**src/hw/rtl/bicc_pkg.sv**
```systemverilog
package bicc_pkg;

    localparam int COUNT_W = 12;
    localparam int DIM_W   = 7;

    typedef struct packed {
        logic             eight;
        logic [DIM_W-1:0] width;
        logic [DIM_W-1:0] height;
    } t_cfg;

    typedef enum logic [2:0] {
        ST_LOAD,
        ST_SCAN,
        ST_POP,
        ST_NBR,
        ST_DRAIN,
        ST_DONE
    } t_state;

endpackage

```
**src/hw/rtl/bicc_cfg.sv**
```systemverilog
module bicc_cfg (
    input  logic          i_clk,
    input  logic          i_rst_n,
    input  logic          psel,
    input  logic          penable,
    input  logic          pwrite,
    input  logic [3:0]    paddr,
    input  logic [31:0]   pwdata,
    output logic [31:0]   prdata,
    output logic          pready,
    output bicc_pkg::t_cfg o_cfg
);

    import bicc_pkg::*;

    localparam logic [1:0] REG_MODE   = 2'd0;
    localparam logic [1:0] REG_WIDTH  = 2'd1;
    localparam logic [1:0] REG_HEIGHT = 2'd2;

    localparam logic [DIM_W-1:0] DIM_RESET = DIM_W'(64);

    logic             r_mode;
    logic [DIM_W-1:0] r_width;
    logic [DIM_W-1:0] r_height;
    logic             w_write;

    assign pready  = 1'b1;
    assign w_write = psel & penable & pwrite & pready;

    always_ff @(posedge i_clk) begin
        if (!i_rst_n) begin
            r_mode   <= 1'b0;
            r_width  <= DIM_RESET;
            r_height <= DIM_RESET;
        end else if (w_write) begin
            case (paddr[3:2])
                REG_MODE:   r_mode   <= pwdata[0];
                REG_WIDTH:  r_width  <= pwdata[DIM_W-1:0];
                REG_HEIGHT: r_height <= pwdata[DIM_W-1:0];
                default: ;
            endcase
        end
    end

    always_comb begin
        case (paddr[3:2])
            REG_MODE:   prdata = {31'd0, r_mode};
            REG_WIDTH:  prdata = {{(32-DIM_W){1'b0}}, r_width};
            REG_HEIGHT: prdata = {{(32-DIM_W){1'b0}}, r_height};
            default:    prdata = 32'd0;
        endcase
    end

    assign o_cfg.eight  = r_mode;
    assign o_cfg.width  = r_width;
    assign o_cfg.height = r_height;

endmodule

```
**config.mk**
```make
export PLATFORM = sky130hd
export DESIGN_NAME = bicc_cfg
export DESIGN_NICKNAME = d
export VERILOG_FILES = /design/src/hw/rtl/bicc_pkg.sv /design/src/hw/rtl/bicc_cfg.sv
export SDC_FILE = /design/constraint.sdc
export NUM_CORES = 1
export LEC_CHECK = 0
export BUFFER_PORTS_ARGS = -buffer_cell sky130_fd_sc_hd__buf_2
export CORE_ASPECT_RATIO = 1.75
export CORE_MARGIN = 2
export CORE_UTILIZATION = 36
export DETAILED_ROUTE_END_ITERATION = 10
export PLACE_DENSITY = 0.82
export SYNTH_ARGS = -nofsm -noshare
export SYNTH_HDL_FRONTEND = slang
export SYNTH_SLANG_ARGS = --single-unit
```
**constraint.sdc**
```tcl
create_clock -name i_clk -period 1.2 [get_ports i_clk]
set_clock_uncertainty 0.1 [all_clocks]
set_input_delay 0.3 -clock i_clk [delete_from_list [all_inputs] [get_ports i_clk]]
set_output_delay 0.3 -clock i_clk [all_outputs]
set_load 0.03 [all_outputs]
```
==> reports/qor.txt, run 1 <==
CLOCKING
--------------------------------------------------------------------------------------
# clock sinks                                                                       15
Clock tree from TritonCTS                                                         done
Root buffer selected by CTS                                               sky130_fd_sc_hd__clkbuf_8
CTS Hold Buffers Added                                                               0
H-tree level count                                                                   1
Insertion delay of the later-clocked pin in the worst-skew pair                0.24 ns
Number of buffers between clock root and the deepest sink                            2
Clock slew at the register clock pins of the worst setup and hold paths        0.06 ns
CTS buffer count                                                                     3

PLACEMENT
--------------------------------------------------------------------------------------
Gp weighted congestion                                                           0.730
Half-perimeter wire length after placement                                     1.54 mm
Number of buffers inserted by port buffering                                        35

STA
--------------------------------------------------------------------------------------
Finish-stage setup viols                                                             8
Highest clock frequency the design can meet                                  0.710 GHz
Setup tns final                                                               -1.34 ns
Final hold slack                                                              0.223 ns
Post-route setup slack                                                       -0.208 ns
Ratio of final minimum period to clock period                                     117%
Final max-slew violation count                                                       0
Final Hold Vio Count                                                                 0
RSZ-0062 raised after global routing                                              true
Period minus WS final                                                          1.41 ns

CELLS AND AREA
--------------------------------------------------------------------------------------
Number of fillers in the final layout                                              216
Area grow syn2layout                                                             50.3%
Multi-input combinational cell area                                            549 um2
Final antenna diode count                                                            0
Final layout net count                                                             190
Finished Core Util                                                               55.8%
FF/Latch Area                                                                  320 um2
Fraction of final layout cells sized beyond drive strength 1                     54.7%

MIN PATH
--------------------------------------------------------------------------------------
Critical hold path startpoint                                                pwdata[2]
Classification of the worst-slack hold path                               input port to flip-flop
Worst Hold Endpoint                                                         r_width[2]
WHS Path Cells                                                                       3

FLOORPLAN
--------------------------------------------------------------------------------------
Number of standard-cell rows in the floorplan                                       24
Die area                                                                      2980 um2
Placeable core region                                                         2460 um2
Width of the die                                                               42.1 um
Die boundary height                                                            70.7 um
Number of I/O pins                                                                  89
Starting Density                                                                 37.1%

GLOBAL ROUTING
--------------------------------------------------------------------------------------
GR Layer Usage met2                                                              29.3%
Largest net degree at the start of global routing                                   10
Antenna violations before repair                                                     0
Global-route usage over all layers                                               15.2%
Most Used Layer, Global Route                                                     met2
Vias in the first global route                                                     755
Global-route met1 utilization                                                    17.4%
Remaining global-route overflow                                                      0
Wire length of the first global-routing pass                                   3.60 mm
Global-route track usage on met3                                                 2.55%

PWR
--------------------------------------------------------------------------------------
Switching Fraction                                                               30.8%
Logic gate share of total power                                                  24.8%
Internal power component                                                      0.836 mW
Share of total power in sequential cells                                         42.2%
Net switching power of the design                                             0.372 mW
Total power per unit cell area                                              878 nW/um2
Final total power                                                              1.21 mW
Portion of total power attributed to the clock network                           33.0%
Largest voltage drop on the vdd net                                         0.000699 V
Static power due to leakage                                                   0.679 nW

CRITICAL PATH
--------------------------------------------------------------------------------------
Sequence of cells on the critical path                                    buf_8, nor2b_4, buf_6, a22o_4, buf_6
Startpoint Class                                                            input port
Critical R2R Launch                                                         r_width[0]
Kind of end point of the critical path                                      output pin
Bufs and invs on worst path                                                          3
Arrival @ worst endpoint                                                       1.01 ns
R2R setup slack                                                                0.31 ns
Worst Path Required                                                            0.80 ns
Kind of cell adding the most delay to the critical path                   buffers and inverters
Highest fanout seen on the critical path                                             5
Worst flop-to-flop path endpoint                                            r_width[0]
Cell occurring most often along the worst timing path                     sky130_fd_sc_hd__buf_6
Master of the slowest instance on the critical path                       sky130_fd_sc_hd__a22o_4
Crit Path Category                                                        input port to output pin
Worst R2R Path Depth                                                                 4
Slowest cell delay on critical path                                            0.22 ns

DRT
--------------------------------------------------------------------------------------
DR vias                                                                            800
Drt wl/cell                                                                    12.9 um
Number of DRC markers in iteration 0                                                 9
Number of detailed-route iterations in the first pass                                4
Final routed DRC violation total                                                     0
Post-detailed-route count of antenna-violating nets                                  0
Overall routed net length                                                      2.24 mm
Via density                                                                       4.60

LOGIC SYNTHESIS
--------------------------------------------------------------------------------------
Proportion of netlist area held by the largest area contributor                  32.8%
Most instantiated library cell after synthesis                            sky130_fd_sc_hd__buf_4
Cell type with the largest total area after synthesis                     sky130_fd_sc_hd__dfxtp_1
Top cells by area in the synthesized netlist                              sky130_fd_sc_hd__dfxtp_1 (33%), sky130_fd_sc_hd__buf_4 (24%), sky130_fd_sc_hd__mux2i_1 (16%), sky130_fd_sc_hd__nand2_1 (7.8%), sky130_fd_sc_hd__a22o_1 (5.7%)
Mean instance size in the synthesized netlist                                 9.15 um2
Commonest register cell after synthesis                                   sky130_fd_sc_hd__dfxtp_1
Cell types with the highest counts after synthesis                        sky130_fd_sc_hd__buf_4 (29), sky130_fd_sc_hd__nand2_1 (19), sky130_fd_sc_hd__dfxtp_1 (15), sky130_fd_sc_hd__mux2i_1 (15), sky130_fd_sc_hd__a22o_1 (6)
Yosys warnings                                                                       0
Library cells used by synthesis                                                     17
Number of instances in the synthesized netlist                                     100
Count of flip-flops with a built-in enable after synthesis                           0
Synth async-reset ratio                                                             0%
Post-synthesis register bit count                                                   15
Post-synth design cell area                                                    915 um2
Sequential area share after synthesis                                            32.8%

STATUS
--------------------------------------------------------------------------------------
Violations in the final reports                                           negative setup slack
Outcome                                                                   finished, violations left

JOB
--------------------------------------------------------------------------------------
Max cap viols                                                                        0

[power by group through the flow]
stage                     Sequential, mW  Clock (mW)  Combinational [mW]
after floorplan                    0.530           0               0.232
after global placement             0.518           0               0.247
after detailed placement           0.518           0               0.252
after CTS                          0.509       0.402               0.290
after global routing               0.511       0.439               0.314
final                              0.510       0.398               0.299
[metrics by stage]
stage	cell area (um2)	worst slack, ns	std cells
floorplan	1020	-0.0404	124
global placement	1090	-0.311	166
detailed placement	1090	-0.334	166
CTS	1340	-0.192	173
global route	1380	-0.218	174
finish	1380	-0.208	174
[final cells by class]
| class | count | share of cell area [%] |
|---|---|---|
| sequential | 15 | 23.3 |
| tap | 26 | 2.37 |
| timing repair buffer | 51 | 31.1 |
| multi-input combinational | 78 | 39.9 |
| clock buffer | 4 | 3.28 |
[worst reg2reg max path, cell delays in order, from the launching register on]
cell,delay (ns)
sky130_fd_sc_hd__dfxtp_4,0.34
sky130_fd_sc_hd__buf_6,0.11
sky130_fd_sc_hd__buf_4,0.12
sky130_fd_sc_hd__nand2_1,0.05
sky130_fd_sc_hd__mux2i_1,0.05
[worst max-delay path by stage]
stage	start	endpoint	cells past startpoint
2_1_floorplan	paddr[3]	prdata[1]	2
3_3_place_gp	paddr[3]	prdata[6]	4
3_5_place_dp	paddr[3]	prdata[6]	4
4_1_cts	paddr[2]	prdata[6]	4
5_1_grt	paddr[3]	prdata[4]	5
6_report	paddr[3]	prdata[4]	5
[layout by cell type, fill, tap and decap left out]
| master | n |
|---|---|
| sky130_fd_sc_hd__conb_1 | 26 |
| sky130_fd_sc_hd__nor2b_1 | 3 |
| sky130_fd_sc_hd__mux2i_1 | 15 |
| sky130_fd_sc_hd__dfxtp_2 | 13 |
| sky130_fd_sc_hd__dfxtp_1 | 1 |
| sky130_fd_sc_hd__nand4_4 | 1 |
| sky130_fd_sc_hd__o311ai_1 | 1 |
| sky130_fd_sc_hd__o21ai_2 | 1 |
| sky130_fd_sc_hd__buf_4 | 21 |
| sky130_fd_sc_hd__nand2_1 | 19 |
| sky130_fd_sc_hd__a22o_4 | 6 |
| sky130_fd_sc_hd__buf_2 | 12 |
| sky130_fd_sc_hd__and2b_4 | 1 |
| sky130_fd_sc_hd__buf_6 | 16 |
| sky130_fd_sc_hd__buf_8 | 2 |
| sky130_fd_sc_hd__clkbuf_1 | 1 |
| sky130_fd_sc_hd__nor3b_2 | 2 |
| sky130_fd_sc_hd__nand3_2 | 1 |
| sky130_fd_sc_hd__nor2b_4 | 1 |
| sky130_fd_sc_hd__clkbuf_8 | 3 |
| sky130_fd_sc_hd__dfxtp_4 | 1 |
| sky130_fd_sc_hd__o41ai_1 | 1 |
[metal layers]
layer | routed length (um) | up-vias
li1 | - | 378
met1 | 868 | 372
met2 | 1230 | 50
met3 | 139 | 0
met4 | 0 | 0
met5 | 0 | -
[repair_timing]
item                                    CTS  global route
hold endpoints to repair                  0             0
buffers inserted                          3             1
endpoints found under the setup margin   14            23
resized for setup                        53            13
pin swaps                                 7             1
[logic make-up after synthesis]
family,share of synthesized area (%)
buffers and inverters,24.8
and+or+nand+nor,17.0
muxes,16.4
DFF,32.8
AOI/OAI and AO/OA,8.21
other,0.821
[registers in the layout, indices dropped and copies added, names as in the netlist]
| name | count |
|---|---|
| r_width | 7 |
| r_height | 7 |
| r_mode | 1 |
No activity file was read; power rests on OpenSTA's default activity.
==> inputs of run 2 (changes only) <==
REMOVE_ABC_BUFFERS = 1   (was not set)
==> run 2 against run 1 <==
  * The run still ends with negative setup slack left
  * Sequential power is essentially flat
  * Critical path depth did not move
  * Total power is 0.69% lower
  * Utilization down 2.6 points
  * Setup slack worse by 0.056 ns
  * Die area is the same
  * Via count down 4.5%
  * Maximum frequency down 3.8%
  * Combinational power fell by 3%
  * Count of clock-buffer cells in the layout down 1
  * Register-to-register slack better by 0.16 ns
  * Clock power barely moved
  * Largest power group unchanged
==> reports/qor.txt, run 2 (synthesis results as in run 1) <==
CRITICAL PATH
--------------------------------------------------------------------------------------
Critical R2R Launch                                                         r_width[6]
Worst flop-to-flop path endpoint                                            r_width[6]
Sequence of cells on the critical path                                    buf_6, and2b_1, buf_6, a22o_1, buf_6
Kind of end point of the critical path                                      output pin
Slowest cell delay on critical path                                            0.22 ns   about the same
Worst R2R Path Depth                                                                 2   -2
Highest fanout seen on the critical path                                             4   -1
Worst Path Required                                                            0.80 ns   about the same
Launching instance or port of the critical path                               paddr[3]
Arrival @ worst endpoint                                                       1.06 ns   +0.05 ns
Master of the slowest instance on the critical path                       sky130_fd_sc_hd__a22o_1
Crit Path Category                                                        input port to output pin
CP Capture Point                                                             prdata[4]
Startpoint Class                                                            input port
Cell occurring most often along the worst timing path                     sky130_fd_sc_hd__buf_6
R2R setup slack                                                                0.47 ns   +0.16 ns

FLOORPLAN
--------------------------------------------------------------------------------------
Width of the die                                                               42.1 um   unchanged
Die boundary height                                                            70.7 um   unchanged
Number of I/O pins                                                                  89   unchanged
Starting Density                                                                 37.1%   unchanged
Placeable core region                                                         2460 um2   unchanged
Number of standard-cell rows in the floorplan                                       24   unchanged
Die area                                                                      2980 um2   unchanged

CLOCKING
--------------------------------------------------------------------------------------
Clock tree from TritonCTS                                                         done
Clock slew at the register clock pins of the worst setup and hold paths        0.06 ns   about the same
Number of buffers between clock root and the deepest sink                            2   unchanged
H-tree level count                                                                   1   unchanged
# clock sinks                                                                       15   unchanged
Root buffer selected by CTS                                               sky130_fd_sc_hd__clkbuf_8
CTS buffer count                                                                     3   unchanged
Insertion delay of the later-clocked pin in the worst-skew pair                0.24 ns   about the same
Post-CTS setup repair buffer count                                                   0   -3

STATUS
--------------------------------------------------------------------------------------
Violations in the final reports                                           negative setup slack
Outcome                                                                   finished, violations left

PLACEMENT
--------------------------------------------------------------------------------------
Placed cell count                                                                  172   +3.6%
Setup WS pre-CTS                                                             -0.339 ns   -0.00438 ns
Number of buffers inserted by port buffering                                        35   unchanged
Gp weighted congestion                                                           0.761   +4.1%
Half-perimeter wire length after placement                                     1.58 mm   +2.2%

JOB
--------------------------------------------------------------------------------------
Max cap viols                                                                        0   unchanged

GLOBAL ROUTING
--------------------------------------------------------------------------------------
Antenna violations before repair                                                     0   unchanged
Global-route usage over all layers                                               13.8%   -1.4 points
Vias in the first global route                                                     708   -6.2%
Largest net degree at the start of global routing                                   10   unchanged
Wire length of the first global-routing pass                                   3.20 mm   -11%
Remaining global-route overflow                                                      0   unchanged

CELLS AND AREA
--------------------------------------------------------------------------------------
Fraction of final layout cells sized beyond drive strength 1                     46.7%   -8.1 points
Commonest non-fill, non-tap cells in the layout                           sky130_fd_sc_hd__conb_1 (26), sky130_fd_sc_hd__buf_4 (26), sky130_fd_sc_hd__nand2_1 (18)
Top Registers                                                             r_height (7), r_width (7), r_mode (1)
Area grow syn2layout                                                             43.2%
Final layout net count                                                             192   +1.1%
Final Instance Count excl. Fillers                                                 176   +1.1%
Final antenna diode count                                                            0   unchanged

STA
--------------------------------------------------------------------------------------
Highest clock frequency the design can meet                                  0.683 GHz   -3.8%
Post-route setup slack                                                       -0.264 ns   -0.0560 ns
RSZ-0062 raised after global routing                                              true
Period minus WS final                                                          1.46 ns   +0.0560 ns
Finish-stage setup viols                                                             7   -1
Setup tns final                                                               -1.70 ns   -0.354 ns
Final max-slew violation count                                                       0   unchanged
Final hold slack                                                              0.218 ns   -0.00493 ns
Ratio of final minimum period to clock period                                     122%   +4.7 points
Final Hold Vio Count                                                                 0   unchanged

MIN PATH
--------------------------------------------------------------------------------------
Classification of the worst-slack hold path                               input port to flip-flop

PWR
--------------------------------------------------------------------------------------
Static power due to leakage                                                   0.641 nW   -5.6%
Largest voltage drop on the vdd net                                         0.000648 V   -7.3%
Total power per unit cell area                                              916 nW/um2   +4.2%

DRT
--------------------------------------------------------------------------------------
Overall routed net length                                                      2.00 mm   -11%
Number of detailed-route iterations in the first pass                                2   -2
Via density                                                                       4.34   -5.6%
Number of DRC markers in iteration 0                                                 7   -2
Post-detailed-route count of antenna-violating nets                                  0   unchanged
Final routed DRC violation total                                                     0   unchanged
DR vias                                                                            764   -4.5%
Drt wl/cell                                                                    11.3 um   -12%

-- run 2: cell count changes in the layout (fill, tap and decap cells not counted), moves of 2 or more --
cell,before,now
sky130_fd_sc_hd__a22o_1,0,6
sky130_fd_sc_hd__buf_4,21,26
sky130_fd_sc_hd__dfxtp_2,13,8
sky130_fd_sc_hd__a22o_4,6,0
sky130_fd_sc_hd__dfxtp_1,1,7
sky130_fd_sc_hd__buf_8,2,0
sky130_fd_sc_hd__buf_6,16,14
-- run 2: final cells by class --
type | instances | area, um2
Clock buffer | 3 | 41.3
Clock inverter | 1 | 5.00
Fill cell | 234 | 1150
Multi-Input combinational cell | 78 | 485
Sequential cell | 15 | 310
Tap cell | 26 | 32.5
Timing Repair Buffer | 53 | 435
-- run 2: repair_timing --
item,4_1_cts,5_1_grt
gates cloned,0,0
setup endpoints to repair,20,22
pin swaps,6,0
hold buffers,0,0
gates resized for setup,33,18
-- run 2: through the flow --
| stage | instance area [um2] | total power [mW] | util (%) |
|---|---|---|---|
| after floorplan | 778 | 0.685 | - |
| after global placement | 1130 | 0.790 | 46.0 |
| after detailed placement | 1130 | 0.791 | 46.0 |
| after CTS | 1270 | 1.22 | 51.7 |
| after global routing | 1310 | 1.26 | 53.2 |
| final | 1310 | 1.20 | 53.2 |
-- run 2: worst min path at each step --
stage	startpoint	end	slack, ns	depth (start not counted)
floorplan	paddr[2]	r_mode	0.30	1
detailed placement	r_height[0]	r_height[0]	0.37	2
global route	pwdata[4]	r_height[4]	0.23	3
CTS	pwdata[4]	r_height[4]	0.22	3
finish	pwdata[4]	r_height[4]	0.22	3
global placement	r_height[0]	r_height[0]	0.36	2
-- run 2: worst max-delay path, delay by kind of cell --
family | cells | cell delay (ns)
compound gates | 1 | 0.22
buf+inv | 3 | 0.35
simple gates | 1 | 0.20
-- run 2: power by group --
group,switching [mW],internal (mW),leakage [nW]
clock,0.169,0.229,0.0255
sequential,0.00544,0.505,0.124
combinational,0.195,0.0958,0.491
-- run 2: routing by layer --
metal  share of wire [%]  vias to the layer above  track usage (%)
met5                   0                        -                0
met4                   0                        0             3.13
met3                 7.0                        0             2.55
met2                  56                       37             26.4
met1                  37                      345             15.4
li1                    -                      382                -
==> inputs of run 3 (changes only) <==
PLACE_DENSITY = 0.78   (was 0.82)
==> run 3 against run 2 <==
  * The run still ends with negative setup slack left
  * Final cell count decreased by 1.7%
  * Die area stayed put
  * Global-route usage is 1.2 points higher
  * Maximum frequency up 4.4%
  * Clock power is 2% higher
  * Count of clock-buffer cells in the layout increased by 1
  * Utilization is 0.56 points higher
  * Largest cell class unchanged
  * Largest power group unchanged
==> reports/qor.txt, run 3 (synthesis results as in run 1) <==
STATUS
--------------------------------------------------------------------------------------
Outcome                                                                   finished, violations left
Violations in the final reports                                           negative setup slack

STA
--------------------------------------------------------------------------------------
Ratio of final minimum period to clock period                                     117%   -5.2 points
Highest clock frequency the design can meet                                  0.713 GHz   +4.4%
Finish-stage setup viols                                                             9   +2
Period minus WS final                                                          1.40 ns   -0.0621 ns
Final Hold Vio Count                                                                 0   unchanged
Post-route setup slack                                                       -0.202 ns   +0.0621 ns
Final hold slack                                                              0.156 ns   -0.0620 ns
Final max-slew violation count                                                       0   unchanged
RSZ-0062 raised after global routing                                              true

FLOORPLAN
--------------------------------------------------------------------------------------
Die boundary height                                                            70.7 um   unchanged
Number of I/O pins                                                                  89   unchanged
Number of standard-cell rows in the floorplan                                       24   unchanged
Die area                                                                      2980 um2   unchanged
Starting Density                                                                 37.1%   unchanged
Placeable core region                                                         2460 um2   unchanged
Width of the die                                                               42.1 um   unchanged

CLOCKING
--------------------------------------------------------------------------------------
# clock sinks                                                                       15   unchanged
Root buffer selected by CTS                                               sky130_fd_sc_hd__clkbuf_8
CTS buffer count                                                                     3   unchanged
H-tree level count                                                                   1   unchanged
Insertion delay of the later-clocked pin in the worst-skew pair                0.24 ns   about the same
CTS Hold Buffers Added                                                               0   unchanged
Clock slew at the register clock pins of the worst setup and hold paths        0.06 ns   about the same
Clock tree from TritonCTS                                                         done
Number of buffers between clock root and the deepest sink                            2   unchanged

CRITICAL PATH
--------------------------------------------------------------------------------------
Cell occurring most often along the worst timing path                     sky130_fd_sc_hd__buf_6
Critical R2R Launch                                                             r_mode
Startpoint Class                                                            input port
Bufs and invs on worst path                                                          2   -1
Slowest cell delay on critical path                                            0.29 ns   +0.07 ns
Kind of cell adding the most delay to the critical path                   simple AND/OR/NAND/NOR gates
Sequence of cells on the critical path                                    buf_6, and2b_4, a22o_1, buf_6
Crit Path Category                                                        input port to output pin
Master of the slowest instance on the critical path                       sky130_fd_sc_hd__and2b_4
Worst Path Required                                                            0.80 ns   about the same
Highest fanout seen on the critical path                                             6   +2
Kind of end point of the critical path                                      output pin
Arrival @ worst endpoint                                                       1.00 ns   -0.06 ns
Launching instance or port of the critical path                               paddr[3]

PWR
--------------------------------------------------------------------------------------
Internal power component                                                      0.829 mW   -0.16%
Net switching power of the design                                             0.374 mW   +1.2%
Portion of total power attributed to the clock network                           33.7%   +0.5 points
Largest voltage drop on the vdd net                                         0.000675 V   +4.2%
Static power due to leakage                                                   0.640 nW   -0.17%
Logic gate share of total power                                                  23.8%   -0.4 points
Share of total power in sequential cells                                         42.5%   about the same
Switching Fraction                                                               31.1%   +0.29 points
Total power per unit cell area                                              908 nW/um2   -0.78%

CELLS AND AREA
--------------------------------------------------------------------------------------
Top Registers                                                             r_height (7), r_width (7), r_mode (1)
Commonest non-fill, non-tap cells in the layout                           sky130_fd_sc_hd__conb_1 (26), sky130_fd_sc_hd__buf_6 (21), sky130_fd_sc_hd__nand2_1 (18)
Number of fillers in the final layout                                              242   +3.4%
Finished Core Util                                                               53.8%   +0.56 points
Commonest non-fill, non-tap cell in the layout                            sky130_fd_sc_hd__conb_1
Final layout net count                                                             189   -1.6%
Final antenna diode count                                                            0   unchanged
Fraction of final layout cells sized beyond drive strength 1                     44.9%   -1.8 points
Area grow syn2layout                                                             44.7%

DRT
--------------------------------------------------------------------------------------
Post-detailed-route count of antenna-violating nets                                  0   unchanged
Drt wl/cell                                                                    12.7 um   +12%
Via density                                                                       4.55   +4.9%
Number of DRC markers in iteration 0                                                10   +3
DR vias                                                                            788   +3.1%
Overall routed net length                                                      2.21 mm   +10%
Final routed DRC violation total                                                     0   unchanged
Number of detailed-route iterations in the first pass                                4   +2

MIN PATH
--------------------------------------------------------------------------------------
Classification of the worst-slack hold path                               input port to flip-flop
Critical hold path startpoint                                                 paddr[2]

GLOBAL ROUTING
--------------------------------------------------------------------------------------
Largest net degree at the start of global routing                                   15   +5
Wire length of the first global-routing pass                                   3.45 mm   +7.8%
Global-route usage over all layers                                               15.0%   +1.2 points
Antenna violations before repair                                                     0   unchanged
Vias in the first global route                                                     778   +9.9%
Remaining global-route overflow                                                      0   unchanged

PLACEMENT
--------------------------------------------------------------------------------------
Half-perimeter wire length after placement                                     1.74 mm   +10%
Number of buffers inserted by port buffering                                        35   unchanged
Gp weighted congestion                                                           0.675   -11%
Setup WS pre-CTS                                                             -0.349 ns   -0.0109 ns

JOB
--------------------------------------------------------------------------------------
Max cap viols                                                                        0   unchanged

-- run 3: cell types whose count changed in the layout (fill, tap and decap cells not counted), sizes merged --
cell / before / now
buf: 52 / 50
clkinv: 1 / 0
-- run 3: final timing paths --
path / end / slack (ns) / cells after the start
min: r_mode / 0.16 / 2
min reg2reg: r_width[4] / 0.38 / 2
max: prdata[5] / -0.20 / 4
max reg2reg: r_mode / 0.32 / 3
-- run 3: what timing repair did --
item / CTS / global route
resized for setup: 43 / 20
endpoints found under the setup margin: 22 / 18
buffers inserted: 2 / 2
gates cloned: 0 / 0
pin swaps: 5 / 5
-- run 3: cell type report --
class | count | area, um2 | share of cell area, %
well taps | 26 | 32.5 | 2.46
repair buffers | 50 | 434 | 32.8
clock buffers | 4 | 45.0 | 3.40
flip-flops and latches | 15 | 307 | 23.2
multi-input cells | 78 | 505 | 38.2
-- run 3: power groups by stage --
stage | sequential (mW) | clock (mW) | combinational [mW]
4_1_cts | 0.510 | 0.417 | 0.282
3_5_place_dp | 0.520 | 0 | 0.252
3_3_place_gp | 0.520 | 0 | 0.247
2_1_floorplan | 0.533 | 0 | 0.152
6_report | 0.511 | 0.406 | 0.286
5_1_grt | 0.511 | 0.442 | 0.302
-- run 3: per-layer routing --
metal	track usage [%]	wire, um	part of all wire, %	vias to the layer above
met5	0	0	0	-
met2	29.5	1290	59	42
met1	15.0	738	33	362
met3	2.30	146	6.6	4
li1	-	-	-	380
met4	5.90	25	1.1	0
-- run 3: metrics by stage --
stage / instance area [um2] / setup TNS, ns / power [mW] / std cells
floorplan: 778 / -5.76 / 0.685 / 93
global placement: 1080 / -3.83 / 0.768 / 167
detailed placement: 1080 / -4.57 / 0.773 / 167
CTS: 1270 / -1.29 / 1.21 / 173
global route: 1320 / -1.53 / 1.25 / 173
finish: 1320 / -1.25 / 1.20 / 173
